<file path="config.mk">
export PLATFORM = sky130hd
export DESIGN_NAME = yad_queue
export DESIGN_NICKNAME = d
export VERILOG_FILES = /design/src/hw/rtl/yad_pkg.sv /design/src/hw/rtl/yad_queue.sv
export SDC_FILE = /design/constraint.sdc
export NUM_CORES = 1
export LEC_CHECK = 0
export ABC_AREA = 1
export BUFFER_PORTS_ARGS = -buffer_cell sky130_fd_sc_hd__buf_2
export CAP_MARGIN = 40
export CELL_PAD_IN_SITES_DETAIL_PLACEMENT = 0
export CELL_PAD_IN_SITES_GLOBAL_PLACEMENT = 1
export CORE_ASPECT_RATIO = 1.4
export CORE_MARGIN = 1
export CORE_UTILIZATION = 48
export DETAILED_ROUTE_END_ITERATION = 8
export GPL_ROUTABILITY_DRIVEN = 1
export GPL_TIMING_DRIVEN = 1
export PLACE_DENSITY = 0.88
export SETUP_SLACK_MARGIN = 0.5
export SYNTH_ARGS = -nofsm -noshare
export SYNTH_HDL_FRONTEND = slang
export SYNTH_SLANG_ARGS = --single-unit
</file>
<file path="constraint.sdc">
create_clock -name i_clk -period 15.05 [get_ports i_clk]
set_input_delay 3.01 -clock i_clk [delete_from_list [all_inputs] [get_ports i_clk]]
set_output_delay 3.01 -clock i_clk [all_outputs]
set_load 0.03 [all_outputs]
</file>
<file path="src/hw/rtl/yad_pkg.sv">
// yad_pkg: shared types and constants for the YOLO anchor decoder.
// Used by yad_front, yad_queue, yad_back and yolo_anchor_decoder_unit.
`default_nettype none
package yad_pkg;

    localparam int MAX_CLASSES_DEF = 1024;
    localparam int CLASS_CAP       = 1024;
    localparam int POS_W           = 11;
    localparam int CLS_W           = 10;
    localparam int CFG_IDX_W       = 3;
    localparam int CFG_DATA_W      = 20;
    localparam int QUEUE_DEPTH     = 4;
    localparam int QPTR_W          = $clog2(QUEUE_DEPTH);
    localparam int QCNT_W          = $clog2(QUEUE_DEPTH + 1);

    typedef enum logic [CFG_IDX_W-1:0] {
        REG_LAYOUT_MODE = 3'd0,
        REG_CLASS_COUNT = 3'd1,
        REG_CONF_THR    = 3'd2,
        REG_SCALE_H     = 3'd3,
        REG_SCALE_V     = 3'd4,
        REG_ROI_LEFT    = 3'd5,
        REG_ROI_TOP     = 3'd6
    } t_yad_reg;

    typedef struct packed {
        logic        layout_mode;
        logic [10:0] class_count;
        logic [16:0] conf_threshold;
        logic [19:0] scale_horizontal;
        logic [19:0] scale_vertical;
        logic [15:0] roi_left;
        logic [15:0] roi_top;
    } t_yad_cfg;

    // one queued transaction: either a best-score clear or a class score
    typedef struct packed {
        logic             clear;
        logic             last;
        logic             rejected;
        logic             mode;
        logic [CLS_W-1:0] cls;
        logic [31:0]      value;
        logic [31:0]      objness;
        logic [31:0]      cx;
        logic [31:0]      cy;
        logic [31:0]      w;
        logic [31:0]      h;
    } t_yad_entry;

endpackage
`default_nettype wire

</file>
<file path="src/hw/rtl/yad_queue.sv">
// yad_queue: small FIFO of transactions between front and back.
// Depends on yad_pkg for the entry type and depth.
`default_nettype none
module yad_queue (
    input  wire logic                i_clk,
    input  wire logic                i_rst_n,
    input  wire logic                i_push,
    input  wire yad_pkg::t_yad_entry i_entry,
    input  wire logic                i_pop,
    output      logic                o_full,
    output      logic                o_empty,
    output      yad_pkg::t_yad_entry o_head
);
    yad_pkg::t_yad_entry          r_mem [yad_pkg::QUEUE_DEPTH];
    logic [yad_pkg::QPTR_W-1:0]   r_wp, r_rp;
    logic [yad_pkg::QCNT_W-1:0]   r_cnt;
    logic                         do_push, do_pop;

    assign o_full  = (r_cnt == yad_pkg::QCNT_W'(yad_pkg::QUEUE_DEPTH));
    assign o_empty = (r_cnt == '0);
    assign o_head  = r_mem[r_rp];
    assign do_push = i_push && !o_full;
    assign do_pop  = i_pop && !o_empty;

    always_ff @(posedge i_clk) begin
        if (do_push) r_mem[r_wp] <= i_entry;
    end

    always_ff @(posedge i_clk) begin
        if (!i_rst_n) begin
            r_wp  <= '0;
            r_rp  <= '0;
            r_cnt <= '0;
        end else begin
            if (do_push) r_wp <= r_wp + yad_pkg::QPTR_W'(1);
            if (do_pop)  r_rp <= r_rp + yad_pkg::QPTR_W'(1);
            r_cnt <= r_cnt + yad_pkg::QCNT_W'(do_push) - yad_pkg::QCNT_W'(do_pop);
        end
    end
endmodule
`default_nettype wire

</file>
==> results.py <==
metrics = {
    "worst_setup_path": {
        "crit_required_ns": 12.04,
        "timing_worst_setup_path_type": "flip-flop to output port",
        "worstPathArrival_ns": 4.52,
        "reg2reg_setup_slack_ns": 12.08,
        "crit_path_max_fanout": 211,
        "startpoint_type": "flip-flop",
        "endpoint_kind": "output port",
    },
    "clocking": {
        "cts_resized": 0,
        "cts_hold_buffers": 0,
        "htree_levels": 3,
        "clk_latency_ns": 0.62,
        "numCtsBuffers": 81,
        "clock_path_buffers": 3,
        "postCtsSetupBuffers": 0,
        "cts_tree": "yes",
        "cts_root_buf": "clkbuf_16",
        "clkSinkCount": 833,
        "clkTransAtPathRegs_ns": 0.06,
    },
    "logic_synthesis": {
        "synth.distinct_cells": 19,
        "ys_ff_latch": 833,
        "synth_top_area_frac": 0.798,
        "synth_area_leader_cell": "edfxtp_1",
        "netlist_area_um2": 31000,
        "yosysWarnings": 0,
        "syn_area_per_cell_um2": 15.1,
        "syn_inst": 2060,
        "synth_nets": 2277,
        "ys_top_cells_by_area": "edfxtp_1 80%, o21ai_0 5.9%, nor2_1 5.1%",
        "yosysSeqAreaShare": 0.804,
    },
    "detailed_routing": {
        "dr_total_vias": 18800,
        "finalWirelength_um": 71200,
        "viasPerCell": 5.58,
        "drtIter0Drc": 1705,
        "drc_errors": 0,
        "firstDrtPassIters": 7,
        "final_antenna_net_count": 0,
        "routedWlPerCell_um": 21.1,
    },
    "floorplanning": {
        "io_pins": 418,
        "core-area_um2": 63600,
        "start_util": 0.488,
        "die_h_um": 303,
        "die-area_um2": 65600,
        "die_w_um": 217,
        "std_cell_rows": 109,
    },
    "job": {
        "drv_cap": 0,
    },
    "placed_design": {
        "port_buffers": 417,
        "hpwl_um": 41200,
        "place.gp.congestion": 0.797,
    },
    "pwr": {
        "peakVddDrop_mv": 0.142,
        "cellPowerDensity_nw_per_um2": 185,
        "leakage_nw": 12.7,
    },
    "cells_and_area": {
        "final_common_cell": "edfxtp_1",
        "area_growth_pct": 18.2,
        "nNetsFinal": 2670,
        "layout_common_cells": "824 x edfxtp_1, 420 x nor2_1, 417 x buf_2, 364 x o21ai_0, 206 x o22ai_1",
        "drive_above_1_share": 0.232,
        "fillCellCount": 4912,
    },
    "global_routing": {
        "overflow": 0,
        "track_usage": 0.211,
        "antenna_found_initial": 27,
        "grt_pass1_vias": 18800,
        "grt_pass1_wl_um": 105000,
        "grt_max_degree": 260,
    },
    "sta": {
        "fmax_mhz": 133,
        "finalHoldViolations": 0,
        "post-route-period-util": 0.500,
        "slew_violations": 48,
        "finalCriticalPeriod_ns": 7.53,
        "worst_pin_slew_ns": 1.53,
        "tns_ns": 0,
        "hold_slack_ns": 0.511,
        "slew_headroom": -0.0188,
        "setup_viol": 0,
        "clock_skew_ns": 0.0189,
        "rsz0062_at_grt": "no",
    },
    "run_status": {
        "status": "complete, but fails checks",
        "violations": "max-slew violations",
    },
    "hold_path": {
        "hold_class": "flip-flop to flip-flop",
    },
}
layout make-up:
cell class / instances / area (um2) / area share
clock buffer: 90 / 2080 / 0.0568
clock inverter: 58 / 807 / 0.0220
inverter: 19 / 88.8 / 0.00242
tap: 832 / 1040 / 0.0284
timing repair buffer: 446 / 2480 / 0.0677
antenna: 20 / 50.0 / 0.00137
sequential: 833 / 24900 / 0.680
multi-input combinational: 1072 / 5160 / 0.141
flip-flops by register name (all words and copies together) (netlist names), named ones only:
name   count
r_rp       2
r_wp       2
r_cnt      3
r_mem    824
per-layer routing:
| layer | vias to the layer above | global-route usage | wire, um | share of wire |
|---|---|---|---|---|
| met1 | 9320 | 0.245 | 26600 | 0.37 |
| met5 | - | 0 | 103 | 0.0014 |
| met3 | 158 | 0.0518 | 5310 | 0.075 |
| met2 | 698 | 0.360 | 36200 | 0.51 |
| met4 | 18 | 0.117 | 3050 | 0.043 |
| li1 | 8616 | - | - | - |
worst max-delay path, stage by stage, from the launching register on:
cell and delay (ns):
dfxtp_4 0.56, clkinv_8 0.26, buf_16 0.37, buf_4 0.72
buf_4 0.38, buf_16 0.32, o21ai_0 0.15, o22ai_1 0.18
buf_2 0.23
metrics by stage:
stage                     setup slack, ns  cells  cell area [um2]  utilization  total power [mW]
final                                7.52   3370            36600        0.577              6.79
after global routing                 7.41   3368            36600        0.577              7.05
after CTS                            7.73   3350            36600        0.576              6.84
after detailed placement             8.43   3202            33700        0.530              4.68
after global placement               8.35   3194            33500        0.527              4.62
after floorplan                      2.61   2060            31000            -              4.21
where the power goes:
group	switching, mW	total, mW	internal (mW)	leakage (nW)
combinational	1.31	1.73	0.421	3.71
clock	0.859	2.16	1.30	1.39
sequential	0.0771	2.90	2.82	7.62
cells by family after synthesis:
group / count (synthesis) / share of synthesized area
AOI/OAI and AO/OA: 623 / 0.109
adders and majority gates: 7 / 0.00307
buffers and inverters: 155 / 0.0306
DFF: 833 / 0.804
and+or+nand+nor: 442 / 0.0537
cells in the mapped netlist (all sizes together):
cell,instances
clkinv,1
nor2,424
dfxtp,9
fa,1
clkbuf,61
o22ai,206
nand3,4
o21ai,412
ha,6
edfxtp,824
buf,75
a21oi,5
inv,18
nand2,14
worst paths after layout:
| path | to | from | cells past startpoint |
|---|---|---|---|
| hold reg to reg | flip-flop | r_rp[0] | 2 |
| setup reg to reg | r_mem[0][196] | r_cnt[1] | 6 |
| hold / removal | flip-flop | r_rp[0] | 2 |
| setup / recovery | o_head[177] | flip-flop | 8 |
No activity file was read; power rests on OpenSTA's default activity.
