--- src/hw/rtl/yad_pkg.sv ---
// yad_pkg: shared types and constants for the YOLO anchor decoder.
// Used by yad_front, yad_queue, yad_back and yolo_anchor_decoder_unit.
`default_nettype none
package yad_pkg;

    localparam int MAX_CLASSES_DEF = 1024;
    localparam int CLASS_CAP       = 1024;
    localparam int POS_W           = 11;
    localparam int CLS_W           = 10;
    localparam int CFG_IDX_W       = 3;
    localparam int CFG_DATA_W      = 20;
    localparam int QUEUE_DEPTH     = 4;
    localparam int QPTR_W          = $clog2(QUEUE_DEPTH);
    localparam int QCNT_W          = $clog2(QUEUE_DEPTH + 1);

    typedef enum logic [CFG_IDX_W-1:0] {
        REG_LAYOUT_MODE = 3'd0,
        REG_CLASS_COUNT = 3'd1,
        REG_CONF_THR    = 3'd2,
        REG_SCALE_H     = 3'd3,
        REG_SCALE_V     = 3'd4,
        REG_ROI_LEFT    = 3'd5,
        REG_ROI_TOP     = 3'd6
    } t_yad_reg;

    typedef struct packed {
        logic        layout_mode;
        logic [10:0] class_count;
        logic [16:0] conf_threshold;
        logic [19:0] scale_horizontal;
        logic [19:0] scale_vertical;
        logic [15:0] roi_left;
        logic [15:0] roi_top;
    } t_yad_cfg;

    // one queued transaction: either a best-score clear or a class score
    typedef struct packed {
        logic             clear;
        logic             last;
        logic             rejected;
        logic             mode;
        logic [CLS_W-1:0] cls;
        logic [31:0]      value;
        logic [31:0]      objness;
        logic [31:0]      cx;
        logic [31:0]      cy;
        logic [31:0]      w;
        logic [31:0]      h;
    } t_yad_entry;

endpackage
`default_nettype wire

--- src/hw/rtl/yad_front.sv ---
// yad_front: element position tracking, header capture, objectness reject.
// Depends on yad_pkg; emits clear/score transactions toward yad_queue.
`default_nettype none
module yad_front #(
    parameter int MAX_CLASSES = yad_pkg::MAX_CLASSES_DEF
) (
    input  wire logic              i_clk,
    input  wire logic              i_rst_n,
    input  wire yad_pkg::t_yad_cfg i_cfg,
    input  wire logic              i_accept,
    input  wire logic [31:0]       i_sample_value,
    input  wire logic              i_first_of_anchor,
    output      logic              o_push,
    output      yad_pkg::t_yad_entry o_entry
);
    localparam int LIM = (MAX_CLASSES < yad_pkg::CLASS_CAP) ? MAX_CLASSES
                                                            : yad_pkg::CLASS_CAP;
    localparam logic [yad_pkg::POS_W-1:0] LIM_V = yad_pkg::POS_W'(LIM);

    logic [yad_pkg::POS_W-1:0] r_pos, pos, eff, first_score, last_pos;
    logic                      in_range, is_score;
    logic [31:0]               r_cx, r_cy, r_w, r_h, r_obj;
    logic                      r_rej;

    always_comb begin
        eff = i_cfg.class_count;
        if (eff == '0) eff = yad_pkg::POS_W'(1);
        if (eff > LIM_V) eff = LIM_V;
        first_score = i_cfg.layout_mode ? yad_pkg::POS_W'(4) : yad_pkg::POS_W'(5);
        last_pos    = first_score + eff - yad_pkg::POS_W'(1);
        pos         = i_first_of_anchor ? '0 : r_pos;
        in_range    = (pos <= last_pos);
        is_score    = (pos >= first_score);
    end

    always_ff @(posedge i_clk) begin
        if (!i_rst_n) begin
            r_pos <= '0;
            r_rej <= 1'b0;
        end else if (i_accept && in_range) begin
            r_pos <= pos + yad_pkg::POS_W'(1);
            if (pos == '0) r_rej <= 1'b0;
            else if (pos >= yad_pkg::POS_W'(4) && !is_score)
                r_rej <= ($signed(i_sample_value) < $signed({15'd0, i_cfg.conf_threshold}));
        end
    end

    // header registers, cleared at reset
    always_ff @(posedge i_clk) begin
        if (!i_rst_n) begin
            r_cx  <= '0;
            r_cy  <= '0;
            r_w   <= '0;
            r_h   <= '0;
            r_obj <= '0;
        end else if (i_accept && in_range) begin
            unique case (pos)
                yad_pkg::POS_W'(0): r_cx <= i_sample_value;
                yad_pkg::POS_W'(1): r_cy <= i_sample_value;
                yad_pkg::POS_W'(2): r_w  <= i_sample_value;
                yad_pkg::POS_W'(3): r_h  <= i_sample_value;
                default: if (!is_score) r_obj <= i_sample_value;
            endcase
        end
    end

    always_comb begin
        o_push           = i_accept && in_range && (pos == '0 || is_score);
        o_entry.clear    = (pos == '0);
        o_entry.last     = (pos == last_pos);
        o_entry.rejected = r_rej;
        o_entry.mode     = i_cfg.layout_mode;
        o_entry.cls      = yad_pkg::CLS_W'(pos - first_score);
        o_entry.value    = i_sample_value;
        o_entry.objness  = r_obj;
        o_entry.cx       = r_cx;
        o_entry.cy       = r_cy;
        o_entry.w        = r_w;
        o_entry.h        = r_h;
    end
endmodule
`default_nettype wire

--- config.mk ---
export PLATFORM = sky130hd
export DESIGN_NAME = yad_front
export DESIGN_NICKNAME = d
export VERILOG_FILES = /design/src/hw/rtl/yad_pkg.sv /design/src/hw/rtl/yad_front.sv
export SDC_FILE = /design/constraint.sdc
export NUM_CORES = 1
export LEC_CHECK = 0
export BUFFER_PORTS_ARGS = -buffer_cell sky130_fd_sc_hd__buf_2
export CORE_MARGIN = 8
export CORE_UTILIZATION = 30
export CTS_CLUSTER_SIZE = 10
export DETAILED_ROUTE_END_ITERATION = 8
export GPL_TIMING_DRIVEN = 0
export PLACE_DENSITY = 0.6
export SETUP_SLACK_MARGIN = 0.1
export SLEW_MARGIN = 5
export SYNTH_ARGS = -nofsm -noshare
export SYNTH_HDL_FRONTEND = slang
export SYNTH_SLANG_ARGS = --single-unit
--- constraint.sdc ---
create_clock -name i_clk -period 4.9 [get_ports i_clk]
set_input_delay 0.49 -clock i_clk [delete_from_list [all_inputs] [get_ports i_clk]]
set_output_delay 0.49 -clock i_clk [all_outputs]
set_load 0.02 [all_outputs]
==> flow_metrics.py <==
metrics = {
    "final_layout": {
        "syn_to_final_growth_pct": 29.8,
        "drive_gt1_frac": 0.319,
        "final_core_util": 0.393,
        "antenna_cells": 0,
        "nets": 1323,
        "finish.instance_area_sq_mm": 0.0105,
    },
    "route": {
        "first_iter_violations": 410,
        "drc": 0,
        "via_per_inst": 4.71,
        "ant_nets": 0,
        "wl_um": 28300,
        "routedWlPerCell_um": 18.8,
        "vias": 7084,
        "first_pass_iters": 5,
    },
    "worst_setup_path": {
        "start_kind": "input pin",
        "crit_path_top_delay_cell": "o311ai_2",
        "worst-setup-path-type": "input pin to primary output",
        "crit_fanout": 10,
        "endpoint_kind": "primary output",
        "r2r-start": "r_pos[2]",
        "crit_top_cell": "ha_1",
        "worstPathArrival_ps": 3980,
        "reg2reg_to": "r_obj[28]",
        "r2r_slack_ps": 1520,
        "cpPeakStageDelay_ps": 340,
        "worstPathCellList": "buf_2 -> nor4_1 -> nand3_1 -> a21o_1 -> ha_1 -> ha_1 -> nor2_1 -> xor2_1 -> nand2_1 -> ha_1 -> and4_1 -> a21boi_0 -> o311ai_2 -> clkbuf_4 -> nand2_2 -> nor3_2 -> buf_2",
        "r2r_cells": 11,
        "required_ps": 4410,
    },
    "synthesis": {
        "synth-simple-area-share": 0.171,
        "syn-num-nets": 1034,
        "ys_types": 51,
        "syn_avg_cell_area_sq_um": 9.37,
        "postSynth.asyncResetShare": 0,
        "synth-seq-cells": 172,
        "synthAdderAreaFrac": 0.0542,
        "post-synth-top-area-cell": "dfxtp_1",
        "synth_compound_area_frac": 0.0523,
        "syn-cell-area_sq_mm": 0.00808,
        "synth_edf_count": 0,
        "synth_top_family_by_area": "multiplexers",
        "seq_area_frac_synth": 0.426,
        "synth_xor_area_frac": 0.0184,
        "synth.area.top_cells": "dfxtp_1, mux2i_1, nand2_1",
        "synth-main-ff-cell": "dfxtp_1",
        "synth_top_area_frac": 0.426,
        "muxShareOfSynthArea": 0.198,
        "synth_cells": 862,
        "synth_warnings": 0,
    },
    "timing": {
        "finClkSkew_ps": 15.4,
        "rsz0062_at_grt": "false",
        "setup_tns_ps": 0,
        "max_freq_ghz": 0.224,
        "finalCriticalPeriod_ps": 4470,
        "slew_violations": 0,
        "tightestPinTransition_ps": 905,
        "setup_viol": 0,
        "slew_headroom": 0.381,
        "fin_crit_sh": 0.912,
        "final-hold-violation-count": 0,
        "whs_ps": 440,
    },
    "floorplan": {
        "io_pins": 344,
        "start_util": 0.302,
        "dieArea_sq_mm": 0.0324,
        "die_w_um": 180,
        "num_rows": 60,
        "die_y_um": 180,
        "core-area_sq_mm": 0.0267,
    },
    "hold_path": {
        "hold_path_class": "input pin to flop",
        "hold_depth": 3,
        "min-delay-start": "i_accept",
        "min_to": "r_rej",
    },
    "pwr": {
        "ir_drop_mv": 0.172,
        "leakagePower_nw": 4.74,
        "power_frac_clock": 0.416,
        "pwr-share-seq": 0.440,
        "p_per_area_mw_per_mm2": 318,
        "combPwrFrac": 0.144,
        "netSwitchingFraction": 0.293,
        "finalPower_mw": 3.34,
        "p_switching_uw": 978,
        "intPower_mw": 2.36,
    },
    "place": {
        "numPortBuffers": 270,
        "gp_congestion": 0.865,
        "dpl.hpwl_um": 22300,
        "placed_area_sq_mm": 0.00986,
    },
    "clocking": {
        "numCtsBuffers": 17,
        "h-tree-depth": 4,
        "ctsRootBufferMaster": "clkbuf_16",
        "clk_pin_slew_worst_paths_ps": 70,
        "clkLatencyLatePin_ps": 430,
        "cts_setup_buffers": 0,
        "cts.sinks": 172,
        "cts_tree": "yes",
        "clockBufferDepth": 2,
    },
    "global_route": {
        "first_global_vias": 7335,
        "overflow": 0,
        "grt_max_degree": 19,
        "track_usage": 0.169,
        "antenna_found_initial": 1,
        "grt_pass1_wl_um": 43200,
    },
    "status": {
        "status": "finished, final reports clean",
    },
    "job": {
        "drv_cap": 0,
    },
}
[through the flow]
stage,setup WS (ps),instances
global placement,-83.0,1473
CTS,191,1505
floorplan,626,862
finish,430,1505
global route,181,1505
detailed placement,-78.3,1473
[per-layer routing]
layer / track usage / vias to the layer above / share of wire
met5: 0 / - / 0.00046
met4: 0.0327 / 2 / 0.0058
met3: 0.0621 / 12 / 0.084
met2: 0.296 / 260 / 0.49
met1: 0.196 / 3347 / 0.42
li1: - / 3463 / -
[cell usage in the layout, fill, tap and decap left out, types with 10 or more instances in the layout]
cell       instances
a21oi_1           15
buf_2            272
buf_4             38
buf_6             12
clkbuf_1          25
clkbuf_16         17
dfxtp_1          172
ha_1              35
inv_1             29
mux2i_1          160
nand2_1          221
nor2_1            17
nor3_1            10
xnor2_1           12
[registers in the layout (all words and copies together) (netlist names)]
| signal | flops |
|---|---|
| r_rej | 1 |
| r_w | 32 |
| r_h | 32 |
| r_pos | 11 |
| r_obj | 32 |
| r_cx | 32 |
| r_cy | 32 |
[Yosys cell counts, types with 5 or more instances]
master and number:
a21oi_1 15, a31oi_1 5, and3_1 7, buf_4 38, buf_6 12, clkbuf_1 27, dfxtp_1 172, ha_1 35
inv_1 29, mux2i_1 160, nand2_1 222, nand2b_1 6, nand4_1 9, nor2_1 17, nor2b_1 9, nor3_1 11
nor4_1 5, o21ai_0 8, xnor2_1 12, xor2_1 5
[power groups by stage]
stage               combinational, mW  sequential, mW  clock [mW]
floorplan                       0.246            1.55           0
global placement                0.479            1.50           0
detailed placement              0.483            1.50           0
CTS                             0.484            1.47        1.42
global route                    0.520            1.47        1.49
finish                          0.480            1.47        1.39
[critical path, delay by kind of cell]
family | cells | cell delay (ps)
simple gates | 7 | 1240
xor+xnor | 1 | 180
buf+inv | 3 | 620
fa+ha+maj | 3 | 750
compound gates | 3 | 690
[worst max path at each step]
stage / start / endpoint / slack [ps] / cells past startpoint
2_1_floorplan: i_cfg[93] / o_push / 630 / 15
5_1_grt: i_cfg[94] / o_push / 180 / 17
3_5_place_dp: i_cfg[94] / o_push / -80 / 17
3_3_place_gp: i_cfg[94] / o_push / -80 / 17
6_report: i_cfg[94] / o_push / 430 / 17
4_1_cts: i_cfg[94] / o_push / 190 / 17
[logic make-up (layout without fill, tap and decap cells)]
group                    after synthesis  count (layout)
AND/OR/NAND/NOR                      310             310
flip-flops                           172             172
multiplexers                         160             160
buffers and inverters                109             411
AO/OA/AOI/OAI                         59              59
adder cells (fa/ha/maj)               35              35
XOR/XNOR                              17              17
[area by class of cell]
class	count	area (sq um)
Fill cell	2774	16200
Multi-Input combinational cell	581	4010
Sequential cell	172	3440
Timing Repair Buffer	270	1350
Buffer	79	537
Clock buffer	18	439
Tap cell	341	427
Clock inverter	14	173
Inverter	30	113
[repair_timing]
| item | 4_1_cts | 5_1_grt |
|---|---|---|
| setup endpoints to repair | 1 | 1 |
| gates resized for setup | 2 | 7 |
| hold buffers | 0 | 0 |
No activity file was read; power rests on OpenSTA's default activity.
